[config.mk]
export PLATFORM = sky130hd
export DESIGN_NAME = nrz_led_pulse_width_encoder_top
export DESIGN_NICKNAME = d
export VERILOG_FILES = /design/src/rtl/nrzpw_pkg.sv /design/src/rtl/nrz_led_pulse_width_encoder_top.sv /design/src/rtl/nrzpw_engine.sv
export SDC_FILE = /design/constraint.sdc
export NUM_CORES = 1
export LEC_CHECK = 0
export BUFFER_PORTS_ARGS = -buffer_cell sky130_fd_sc_hd__buf_2
export CAP_MARGIN = 20
export CORE_MARGIN = 8
export CORE_UTILIZATION = 60
export DETAILED_ROUTE_END_ITERATION = 12
export PLACE_DENSITY_LB_ADDON = 0.05
export SYNTH_ARGS = -nofsm -noshare
export SYNTH_HDL_FRONTEND = slang
export SYNTH_SLANG_ARGS = --single-unit
[constraint.sdc]
create_clock -name clk -period 8.8 [get_ports clk]
set_input_delay 0.88 -clock clk [delete_from_list [all_inputs] [get_ports clk]]
set_output_delay 0.88 -clock clk [all_outputs]
set_load 0.05 [all_outputs]
[src/rtl/nrzpw_pkg.sv]
`default_nettype none

package nrzpw_pkg;

    // Frame size and the buffer that holds it
    localparam int MAX_BITS   = 128;
    localparam int BUF_BYTES  = (MAX_BITS + 7) / 8;
    localparam int BUF_IDX_W  = (BUF_BYTES > 1) ? $clog2(BUF_BYTES) : 1;
    localparam int BIT_POS_W  = ($clog2(MAX_BITS) > 3) ? $clog2(MAX_BITS) : 4;
    localparam int BITS_W     = $clog2(MAX_BITS + 1);

    // Field widths
    localparam int TICK_W     = 16;
    localparam int CNT_W      = 21;
    localparam int COUNT_W    = 8;
    localparam int CFG_IDX_W  = 3;
    localparam int CFG_DATA_W = 21;

    // Action codes
    localparam logic [1:0] ACT_LOAD  = 2'd0;
    localparam logic [1:0] ACT_START = 2'd1;
    localparam logic [1:0] ACT_TICK  = 2'd2;

    // Configuration register indexes
    localparam logic [CFG_IDX_W-1:0] CFG_ONE_HIGH   = 3'd0;
    localparam logic [CFG_IDX_W-1:0] CFG_ZERO_HIGH  = 3'd1;
    localparam logic [CFG_IDX_W-1:0] CFG_BIT_PERIOD = 3'd2;
    localparam logic [CFG_IDX_W-1:0] CFG_PAUSE      = 3'd3;
    localparam logic [CFG_IDX_W-1:0] CFG_BIT_COUNT  = 3'd4;

    // Reset values of the configuration registers
    localparam logic [TICK_W-1:0]  RST_ONE_HIGH   = 16'd200;
    localparam logic [TICK_W-1:0]  RST_ZERO_HIGH  = 16'd100;
    localparam logic [TICK_W-1:0]  RST_BIT_PERIOD = 16'd300;
    localparam logic [CNT_W-1:0]   RST_PAUSE      = 21'd1200000;
    localparam logic [COUNT_W-1:0] RST_BIT_COUNT  = 8'd120;

    typedef struct packed {
        logic [1:0] action;
        logic [3:0] byte_index;
        logic [7:0] byte_value;
    } in_item_t;

    typedef struct packed {
        logic line_level;
        logic busy_res;
        logic done_res;
    } out_result_t;

    typedef struct packed {
        logic [TICK_W-1:0]  one_high_ticks;
        logic [TICK_W-1:0]  zero_high_ticks;
        logic [TICK_W-1:0]  bit_period_ticks;
        logic [CNT_W-1:0]   pause_ticks;
        logic [COUNT_W-1:0] bit_count;
    } cfg_t;

endpackage

`default_nettype wire

[src/rtl/nrz_led_pulse_width_encoder_top.sv]
`default_nettype none
// A result passes through the input register, then the result register, before it is
// valid. Throughput: one transaction per cycle unless out_ready stalls the result;
// the frame state updates in a single pass.
// Reset: rst_n clears the frame state and handshake flags and loads the default
// timing registers; the message buffer is not cleared and must be loaded before use.

module nrz_led_pulse_width_encoder_top
    import nrzpw_pkg::*;
(
    input  wire logic                  clk,
    input  wire logic                  rst_n,
    input  wire logic                  in_valid,
    output logic                       in_ready,
    input  wire in_item_t              in_item,
    output logic                       out_valid,
    input  wire logic                  out_ready,
    output out_result_t                out_result,
    input  wire logic                  cfg_valid,
    output logic                       cfg_ready,
    input  wire logic [CFG_IDX_W-1:0]  cfg_index,
    input  wire logic [CFG_DATA_W-1:0] cfg_data
);

    logic        in_valid_reg;
    in_item_t    in_data_reg;
    logic        out_valid_reg;
    out_result_t out_data_reg;
    cfg_t        cfg_reg;
    out_result_t result;
    logic        advance;

    // Move a transaction on when the result register is free or draining
    assign advance   = in_valid_reg && (!out_valid_reg || out_ready);
    assign in_ready  = !in_valid_reg || advance;
    assign out_valid = out_valid_reg;
    assign out_result = out_data_reg;
    assign cfg_ready = 1'b1;

    nrzpw_engine u_engine (
        .clk    (clk),
        .rst_n  (rst_n),
        .fire   (advance),
        .item   (in_data_reg),
        .cfg    (cfg_reg),
        .result (result)
    );

    // Input register
    always_ff @(posedge clk or negedge rst_n)
    begin
        if (!rst_n)
            in_valid_reg <= 1'b0;
        else if (in_ready)
            in_valid_reg <= in_valid;
    end

    always_ff @(posedge clk)
    begin
        if (in_valid && in_ready)
            in_data_reg <= in_item;
    end

    // Result register
    always_ff @(posedge clk or negedge rst_n)
    begin
        if (!rst_n)
            out_valid_reg <= 1'b0;
        else if (advance)
            out_valid_reg <= 1'b1;
        else if (out_ready)
            out_valid_reg <= 1'b0;
    end

    always_ff @(posedge clk)
    begin
        if (advance)
            out_data_reg <= result;
    end

    // Configuration registers
    always_ff @(posedge clk or negedge rst_n)
    begin
        if (!rst_n)
        begin
            cfg_reg.one_high_ticks   <= RST_ONE_HIGH;
            cfg_reg.zero_high_ticks  <= RST_ZERO_HIGH;
            cfg_reg.bit_period_ticks <= RST_BIT_PERIOD;
            cfg_reg.pause_ticks      <= RST_PAUSE;
            cfg_reg.bit_count        <= RST_BIT_COUNT;
        end
        else if (cfg_valid && cfg_ready)
        begin
            case (cfg_index)
                CFG_ONE_HIGH:   cfg_reg.one_high_ticks   <= cfg_data[TICK_W-1:0];
                CFG_ZERO_HIGH:  cfg_reg.zero_high_ticks  <= cfg_data[TICK_W-1:0];
                CFG_BIT_PERIOD: cfg_reg.bit_period_ticks <= cfg_data[TICK_W-1:0];
                CFG_PAUSE:      cfg_reg.pause_ticks      <= cfg_data[CNT_W-1:0];
                CFG_BIT_COUNT:  cfg_reg.bit_count        <= cfg_data[COUNT_W-1:0];
                default:        cfg_reg                  <= cfg_reg;
            endcase
        end
    end

endmodule

`default_nettype wire

[src/rtl/nrzpw_engine.sv]
`default_nettype none

module nrzpw_engine
    import nrzpw_pkg::*;
(
    input  wire logic        clk,
    input  wire logic        rst_n,
    input  wire logic        fire,
    input  wire in_item_t    item,
    input  wire cfg_t        cfg,
    output out_result_t      result
);

    typedef enum logic [1:0] {
        PH_IDLE  = 2'd0,
        PH_SEND  = 2'd1,
        PH_PAUSE = 2'd2
    } phase_t;

    phase_t                 phase_reg, phase_next;
    logic [BIT_POS_W-1:0]   pos_reg, pos_next;
    logic [CNT_W-1:0]       cnt_reg, cnt_next;
    logic [7:0]             buffer_reg [BUF_BYTES];

    logic [TICK_W-1:0]      eff_period;
    logic [CNT_W-1:0]       eff_pause;
    logic [BITS_W-1:0]      eff_bits;
    logic [BUF_IDX_W-1:0]   byte_i;
    logic [7:0]             cur_byte;
    logic                   cur_bit;
    logic [TICK_W-1:0]      cur_high;
    logic [TICK_W-1:0]      start_high;
    logic                   level_cur;
    logic                   level_start;
    logic [CNT_W-1:0]       cnt_inc;
    logic [BIT_POS_W:0]     pos_inc;
    logic                   load_en;
    logic                   level;
    logic                   done;

    // Clamp the timing registers to their usable range
    always_comb
    begin
        eff_period = (cfg.bit_period_ticks < TICK_W'(2)) ? TICK_W'(2) : cfg.bit_period_ticks;
        eff_pause  = (cfg.pause_ticks == '0) ? CNT_W'(1) : cfg.pause_ticks;
        if (cfg.bit_count == '0)
            eff_bits = BITS_W'(1);
        else if (32'(cfg.bit_count) > MAX_BITS)
            eff_bits = BITS_W'(MAX_BITS);
        else
            eff_bits = BITS_W'(cfg.bit_count);
    end

    // Pick the current bit, MSB first, and its high time
    always_comb
    begin
        byte_i      = BUF_IDX_W'(pos_reg[BIT_POS_W-1:3]);
        cur_byte    = buffer_reg[byte_i];
        cur_bit     = cur_byte[~pos_reg[2:0]];
        cur_high    = cur_bit ? cfg.one_high_ticks : cfg.zero_high_ticks;
        level_cur   = (phase_reg == PH_SEND) && (cnt_reg < CNT_W'(cur_high));
        start_high  = buffer_reg[0][7] ? cfg.one_high_ticks : cfg.zero_high_ticks;
        level_start = (start_high != '0);
        cnt_inc     = cnt_reg + CNT_W'(1);
        pos_inc     = {1'b0, pos_reg} + (BIT_POS_W+1)'(1);
    end

    // Advance the frame state for one transaction
    always_comb
    begin
        phase_next = phase_reg;
        pos_next   = pos_reg;
        cnt_next   = cnt_reg;
        load_en    = 1'b0;
        level      = 1'b0;
        done       = 1'b0;
        if (item.action == ACT_TICK)
        begin
            level = level_cur;
            case (phase_reg)
                PH_SEND:
                begin
                    cnt_next = cnt_inc;
                    if (cnt_inc >= CNT_W'(eff_period))
                    begin
                        cnt_next = '0;
                        pos_next = pos_inc[BIT_POS_W-1:0];
                        if (32'(pos_inc) >= 32'(eff_bits))
                        begin
                            pos_next   = '0;
                            phase_next = PH_PAUSE;
                        end
                    end
                end
                PH_PAUSE:
                begin
                    cnt_next = cnt_inc;
                    if (cnt_inc >= eff_pause)
                    begin
                        cnt_next   = '0;
                        phase_next = PH_IDLE;
                        done       = 1'b1;
                    end
                end
                default:
                begin
                    phase_next = phase_reg;
                end
            endcase
        end
        else if (phase_reg == PH_IDLE)
        begin
            if (item.action == ACT_LOAD)
            begin
                load_en = (32'(item.byte_index) < BUF_BYTES);
            end
            else if (item.action == ACT_START)
            begin
                phase_next = PH_SEND;
                pos_next   = '0;
                cnt_next   = '0;
                level      = level_start;
            end
        end
        else
        begin
            level = level_cur;
        end
        result.line_level = level;
        result.busy_res   = (phase_next != PH_IDLE);
        result.done_res   = done;
    end

    // Hold frame state
    always_ff @(posedge clk or negedge rst_n)
    begin
        if (!rst_n)
        begin
            phase_reg <= PH_IDLE;
            pos_reg   <= '0;
            cnt_reg   <= '0;
        end
        else if (fire)
        begin
            phase_reg <= phase_next;
            pos_reg   <= pos_next;
            cnt_reg   <= cnt_next;
        end
    end

    // Write message bytes
    always_ff @(posedge clk)
    begin
        for (int i = 0; i < BUF_BYTES; i++)
        begin
            if (fire && load_en && (32'(item.byte_index) == i))
                buffer_reg[i] <= item.byte_value;
        end
    end

endmodule

`default_nettype wire

==> results of run 1 <==
## per-layer routing
layer / share of wire, % / vias to the layer above / GRT usage (%)
met5: 0 / - / 0
met1: 40 / 3940 / 26.78
met4: 4.2 / 0 / 9.175
met2: 51 / 211 / 38.61
met3: 4.6 / 75 / 3.404
li1: - / 3734 / -
## worst max-delay path, delay by kind of cell (launching register included)
kind	cells	cell delay, ns
buffers and inverters	1	0.47
multiplexers	2	0.57
AO/OA/AOI/OAI	9	2.49
adder cells (fa/ha/maj)	1	0.26
AND/OR/NAND/NOR	1	0.28
flip-flops	1	0.68
## stage by stage
| stage | setup slack, ns | hold slack (ns) | total power [mW] | instances |
|---|---|---|---|---|
| finish | 3.877 | 0.3992 | 2.985 | 1309 |
| global route | 3.667 | 0.4546 | 3.114 | 1309 |
| CTS | 3.871 | 0.4115 | 3.005 | 1307 |
| detailed placement | 4.068 | 0.4828 | 1.864 | 1257 |
| global placement | 4.179 | 0.4683 | 1.854 | 1257 |
| floorplan | 5.090 | 0.4569 | 1.718 | 960 |
## cell families after synthesis
kind of cell | count (synthesis) | synth area share (%)
flip-flops | 254 | 56.58
XOR/XNOR | 29 | 2.021
buffers and inverters | 84 | 2.987
other | 1 | 0.02985
AO/OA/AOI/OAI | 142 | 7.787
adder cells (fa/ha/maj) | 68 | 6.772
multiplexers | 122 | 13.07
AND/OR/NAND/NOR | 260 | 10.75
## power breakdown
part	leakage [nW]	internal, mW	switching (mW)	total (mW)
sequential	2.63	1.37	0.0887	1.46
combinational	2.59	0.167	0.214	0.381
clock	0.448	0.680	0.461	1.14
total	5.67	2.22	0.764	2.99
## cell type report
class	instances	area, µm²
Inverter	49	183.9
Multi-Input combinational cell	622	5120
Timing Repair Buffer	59	329.1
Clock buffer	34	733.2
Tap cell	275	344.1
Sequential cell	254	7111
Clock inverter	16	168.9
Fill cell	1524	6766
## final timing paths
kind | end | start | cells after the start | slack (ns)
min | cfg_reg[26] | rst_n | 1 | 0.40
min reg2reg | out_valid | in_valid_reg | 1 | 0.48
max reg2reg | out_result[2] | u_engine.pos_reg[4] | 14 | 3.88
min in group clk | out_valid | in_valid_reg | 1 | 0.48
max in group asynchronous | u_engine.pos_reg[4] | rst_n | 2 | 7.15
max | out_result[2] | u_engine.pos_reg[4] | 14 | 3.88
## Yosys cell counts (all sizes together) (4+ instances only)
| cell | instances | share of area, % |
|---|---|---|
| nor3 | 17 | 0.72 |
| ha | 68 | 6.8 |
| dfrtp | 87 | 17 |
| nor2 | 43 | 1.3 |
| o211ai | 4 | 0.24 |
| buf | 17 | 0.99 |
| o21a | 5 | 0.30 |
| edfxtp | 145 | 35 |
| a21oi | 20 | 0.80 |
| nand3 | 31 | 1.2 |
| mux2i | 32 | 2.5 |
| mux4 | 26 | 4.8 |
| and3 | 15 | 0.75 |
| xnor2 | 16 | 1.1 |
| xor2 | 13 | 0.91 |
| mux2 | 64 | 5.7 |
| and4 | 4 | 0.28 |
| a21o | 17 | 1.0 |
| or3 | 6 | 0.30 |
| inv | 48 | 1.4 |
| o21ai | 46 | 2.0 |
| nor2b | 8 | 0.40 |
| a22oi | 10 | 0.60 |
| nand4 | 16 | 0.85 |
| nor4 | 17 | 0.85 |
| dfstp | 22 | 4.6 |
| clkbuf | 18 | 0.54 |
| a22o | 6 | 0.42 |
| nand2 | 69 | 2.1 |
| o2111ai | 6 | 0.47 |
| nand2b | 14 | 0.76 |
| a2111oi | 5 | 0.40 |
==> metrics, run 1 <==
clk buf depth=3; CTS-repair resized insts=0; Post-CTS Hold Buffers=0; GPL Wtd Cong=0.8530; status=finished, final reports clean; Setup Skew=0.01041 ns; Post-synth EDFFs=145; Final Max Tran Viols=0; ANT nets after route=0; worst-margin pin slew=0.9855 ns; vias=7960; DIE AREA=about 26000 µm²; vias in the first global route=8182; initial drt markers=515; input/output buffers=47; Num CTS Buffers=27; Crit Path Max Fanout=23; Cell Area, Synth=between 10000 and 15000 µm²; Clk Tree Root Cell=clkbuf_16; crit path capture type=register; later-pin clock latency in the skew report=roughly 0.55 ns; Setup TNS Final=0 ns; chip width=about 160 µm; period utilization=a little under three fifths; WP data arrival=approximately 5.3 ns; slowest cell delay on critical path=0.70 ns; ANT cells=0; crit-path cells=buf_4 > mux4_2 > nor3b_1 > a31oi_1 > o211ai_1 > o21ai_2 > o21ai_4 > mux2i_1 > ha_1 > a21o_1 > a2111oi_0 > o21ai_0 > o21ai_0 > a2bb2oi_1; register area share after synthesis=between 50% and 60%; Core Region=between 20000 and 25000 µm²; syn_nets=1071; grt ovf=0; via density per instance=6.081; Synth cell types=77; CP max stage cell=a2111oi_0; max-cap viol count=0; Final Cell Area=around 14000 µm²; Reg clk slew, reported paths=0.06 ns; Rel. slew slack=approximately a third; CTS tree=yes; Syn-to-layout area delta=11.34%; Worst Hold Class=primary input to async pin; H-tree Lvls=1; share of layout cells above drive strength 1=22.05%; commonest cells after routing, fill and taps aside=edfxtp_1 (145), dfrtp_1 (86), nand2_1 (69); Largest register FFs=128; worst vdd ir=0.1582 mV; fraction of registers with async set/reset=42.91%; Net count, final=roughly 1100; gr usage total=22.04%; f_max=203.1 MHz; leakage=about 5.7 nW; leading cell type in the layout, fill and taps excluded=edfxtp_1; I/O Pins=49; synth warn=0; ys flop type=edfxtp_1; RSZ-0062 raised after global routing=no; Clock Sinks=254; CP startpoint kind=register; final hold violations=0; synthesized area per cell=13.09 µm²; minimum clock period=between 4 and 5 ns; 1st-pass router iterations=5; Detail Placement HPWL=20.29 mm; Synth Register Bits=254; Pwr Density=roughly 210 nW/µm²; antenna violations before repair=0; post-CTS setup buffers=0; DR DRC count=0; worst endpoint required time=9.18 ns; final setup fails=0; crit path kind=register to register; die height=160.7 µm; drt total wl=around 28 mm; WL per Instance=21.65 µm; fin util=67.40%; most used cell, CP=o21ai_0; starting density of the core=60.53%; Rows=53; Area after DPL=13070 µm²; Cells after Synth=960; pin count of the biggest net entering global routing=58; global-route wire length before repair=roughly 45 mm
No activity file was read; power rests on OpenSTA's default activity.
==> inputs of run 2 (changes only) <==
==> constraint.sdc (replaced) <==
create_clock -name clk -period 4.9 [get_ports clk]
set_input_delay 0.49 -clock clk [delete_from_list [all_inputs] [get_ports clk]]
set_output_delay 0.49 -clock clk [all_outputs]
set_load 0.05 [all_outputs]
==> run 2 against run 1 <==
  * Combinational power increased by 76%
  * Fmax increased by 14%
  * Clock-buffer cell count increased by 1
  * Largest cell class unchanged
  * Clock power increased by 85%
  * Global-route usage about the same
==> metrics, run 2 (synthesis gave the netlist of run 1 again) <==
Setup Skew=0.01762 ns (was 0.01041 ns); WL per Instance=21.41 µm (was 21.65 µm); Detail Placement HPWL=20.23 mm (was 20.29 mm); antenna violations before repair=0 (unchanged); final hold violations=0 (unchanged); Num CTS Buffers=27 (unchanged); 1st-pass router iterations=5 (unchanged); WP data arrival=4.74 ns (was 5.31 ns); gr usage total=22.00% (was 22.04%); final setup fails=0 (unchanged); worst-margin pin slew=1.055 ns (was 0.9855 ns); global-route wire length before repair=45.16 mm (was 45.04 mm); Final Max Tran Viols=0 (unchanged); worst vdd ir=0.3372 mV (was 0.1582 mV); RSZ-0062 raised after global routing=no (unchanged); Crit Path Max Fanout=9 (was 23); H-tree Lvls=1 (unchanged); Clk Tree Root Cell=clkbuf_16 (unchanged); combinational share of power=12.4% (was 12.8%); Rel. slew slack=29.40% (was 34.30%); f_max=231.3 MHz (was 203.1 MHz); chip width=160.7 µm (unchanged); Largest register FFs=128 (unchanged); Net count, final=1130 (was 1124); leakage=5.719 nW (was 5.672 nW); later-pin clock latency in the skew report=0.55 ns (about the same); fin util=67.78% (was 67.40%); fillers=1527 (was 1524); CTS tree=yes (unchanged); initial drt markers=497 (was 515); pin count of the biggest net entering global routing=75 (was 58); input/output buffers=47 (unchanged); vias in the first global route=8404 (was 8182); DR DRC count=0 (unchanged); minimum clock period=4.323 ns (was 4.923 ns); status=finished, final reports clean (unchanged); Seq pwr share=48.7% (was 49.0%); Area after DPL=13130 µm² (was 13070 µm²); I/O Pins=49 (unchanged); worst endpoint required time=5.31 ns (was 9.18 ns); vias=7868 (was 7960); Switch Pwr=1.367 mW (was 0.7638 mW); Clock Sinks=254 (unchanged); clock power share=38.9% (was 38.2%); crit path kind=register to register (unchanged); Syn-to-layout area delta=11.97% (was 11.34%); DIE AREA=25830 µm² (unchanged); area of the multi-input gates=5116 µm² (was 5120 µm²); share of layout cells above drive strength 1=22.60% (was 22.05%); grt ovf=0 (unchanged); GPL Wtd Cong=0.8656 (was 0.8530); commonest cells after routing, fill and taps aside=edfxtp_1 (145), dfrtp_1 (86), nand2_1 (69) (unchanged); Rows=53 (unchanged); CTS-repair resized insts=0 (unchanged); Reg area=7111 µm² (unchanged); leading cell type in the layout, fill and taps excluded=edfxtp_1 (unchanged); switching power share of the total=25.26% (was 25.59%); CP startpoint kind=register (unchanged); Final Cell Area=14070 µm² (was 13990 µm²); period utilization=88.22% (was 55.95%); crit path capture type=register (unchanged); starting density of the core=60.53% (unchanged); ANT nets after route=0 (unchanged); max-cap viol count=0 (unchanged); Worst Hold Class=primary input to async pin (unchanged); clk buf depth=3 (unchanged); via density per instance=5.983 (was 6.081); post-CTS setup buffers=0 (unchanged); Pwr Density=384.6 nW/µm² (was 213.4 nW/µm²); ANT cells=0 (unchanged); drt total wl=28.16 mm (was 28.34 mm); Int Pwr=4.044 mW (was 2.221 mW); die height=160.7 µm (unchanged); Post-CTS Hold Buffers=0 (unchanged); Core Region=20760 µm² (unchanged); Setup TNS Final=0 ns (unchanged); Reg clk slew, reported paths=0.06 ns (about the same)
run 2: cell types whose count changed in the layout (fill, tap and decap cells not counted):
| cell | previous run | this run |
|---|---|---|
| buf_6 | 1 | 0 |
| o21ai_2 | 2 | 1 |
| buf_12 | 0 | 1 |
| clkbuf_16 | 28 | 27 |
| bufinv_16 | 3 | 4 |
| clkinv_2 | 7 | 6 |
| clkbuf_8 | 1 | 3 |
| o21ai_1 | 14 | 15 |
| inv_6 | 0 | 1 |
| buf_4 | 11 | 17 |
| clkinv_1 | 5 | 3 |
run 2: final timing paths:
check                                    startpoint                   to  slack, ns  depth (start not counted)
worst max register to register  u_engine.cnt_reg[0]  u_engine.cnt_reg[3]       0.58                         16
max in group asynchronous                     rst_n           cfg_reg[5]       3.71                          2
worst max-delay path            u_engine.cnt_reg[0]  u_engine.cnt_reg[3]       0.58                         16
worst min register to register         in_valid_reg            out_valid       0.52                          1
worst min-delay path                          rst_n          cfg_reg[23]       0.08                          1
min in group clk                        in_item[13]      in_data_reg[13]       0.11                          1
run 2: routing by layer:
layer  global-route usage, %  vias up  routed length (µm)
met5                       0        -                   0
met4                   8.291        0                 959
met3                   3.404       67                1260
met2                   40.14      191               14830
met1                   25.69     3864               11110
li1                        -     3746                   -
run 2: cell type report:
type / count / area share, %
Clock inverter: 15 / 1.387
Inverter: 49 / 1.307
Sequential cell: 254 / 50.54
Timing Repair Buffer: 65 / 2.721
Clock buffer: 35 / 5.229
Tap cell: 275 / 2.446
Multi-Input combinational cell: 622 / 36.37
run 2: power groups by stage:
stage | Combinational [mW] | Clock, mW | Sequential [mW]
final | 0.672 | 2.11 | 2.63
after global routing | 0.757 | 2.23 | 2.66
after CTS | 0.677 | 2.15 | 2.63
after detailed placement | 0.671 | 0 | 2.67
after global placement | 0.661 | 0 | 2.67
after floorplan | 0.467 | 0 | 2.62
run 2: worst max-delay path, stage by stage, from the launching register on:
cell and delay [ns]:
dfrtp_1 0.54, ha_1 0.29, and3_1 0.23, nand4_2 0.24, inv_1 0.20, and3_1 0.19, xor2_1 0.25, ha_1 0.21
and4_1 0.21, nor4b_1 0.50, buf_4 0.20, a221oi_1 0.07, o21a_1 0.13, and3_1 0.29, nor2_1 0.31, buf_4 0.23
o21ai_0 0.09
run 2: stage by stage:
stage	power, mW	cells	hold WS [ns]	setup slack (ns)
finish	5.411	1315	0.07985	0.5771
global route	5.642	1315	0.09717	0.2577
CTS	5.456	1314	0.09761	0.5946
detailed placement	3.342	1264	0.4945	0.6132
global placement	3.329	1264	0.4666	0.6779
floorplan	3.085	960	0.1944	1.190
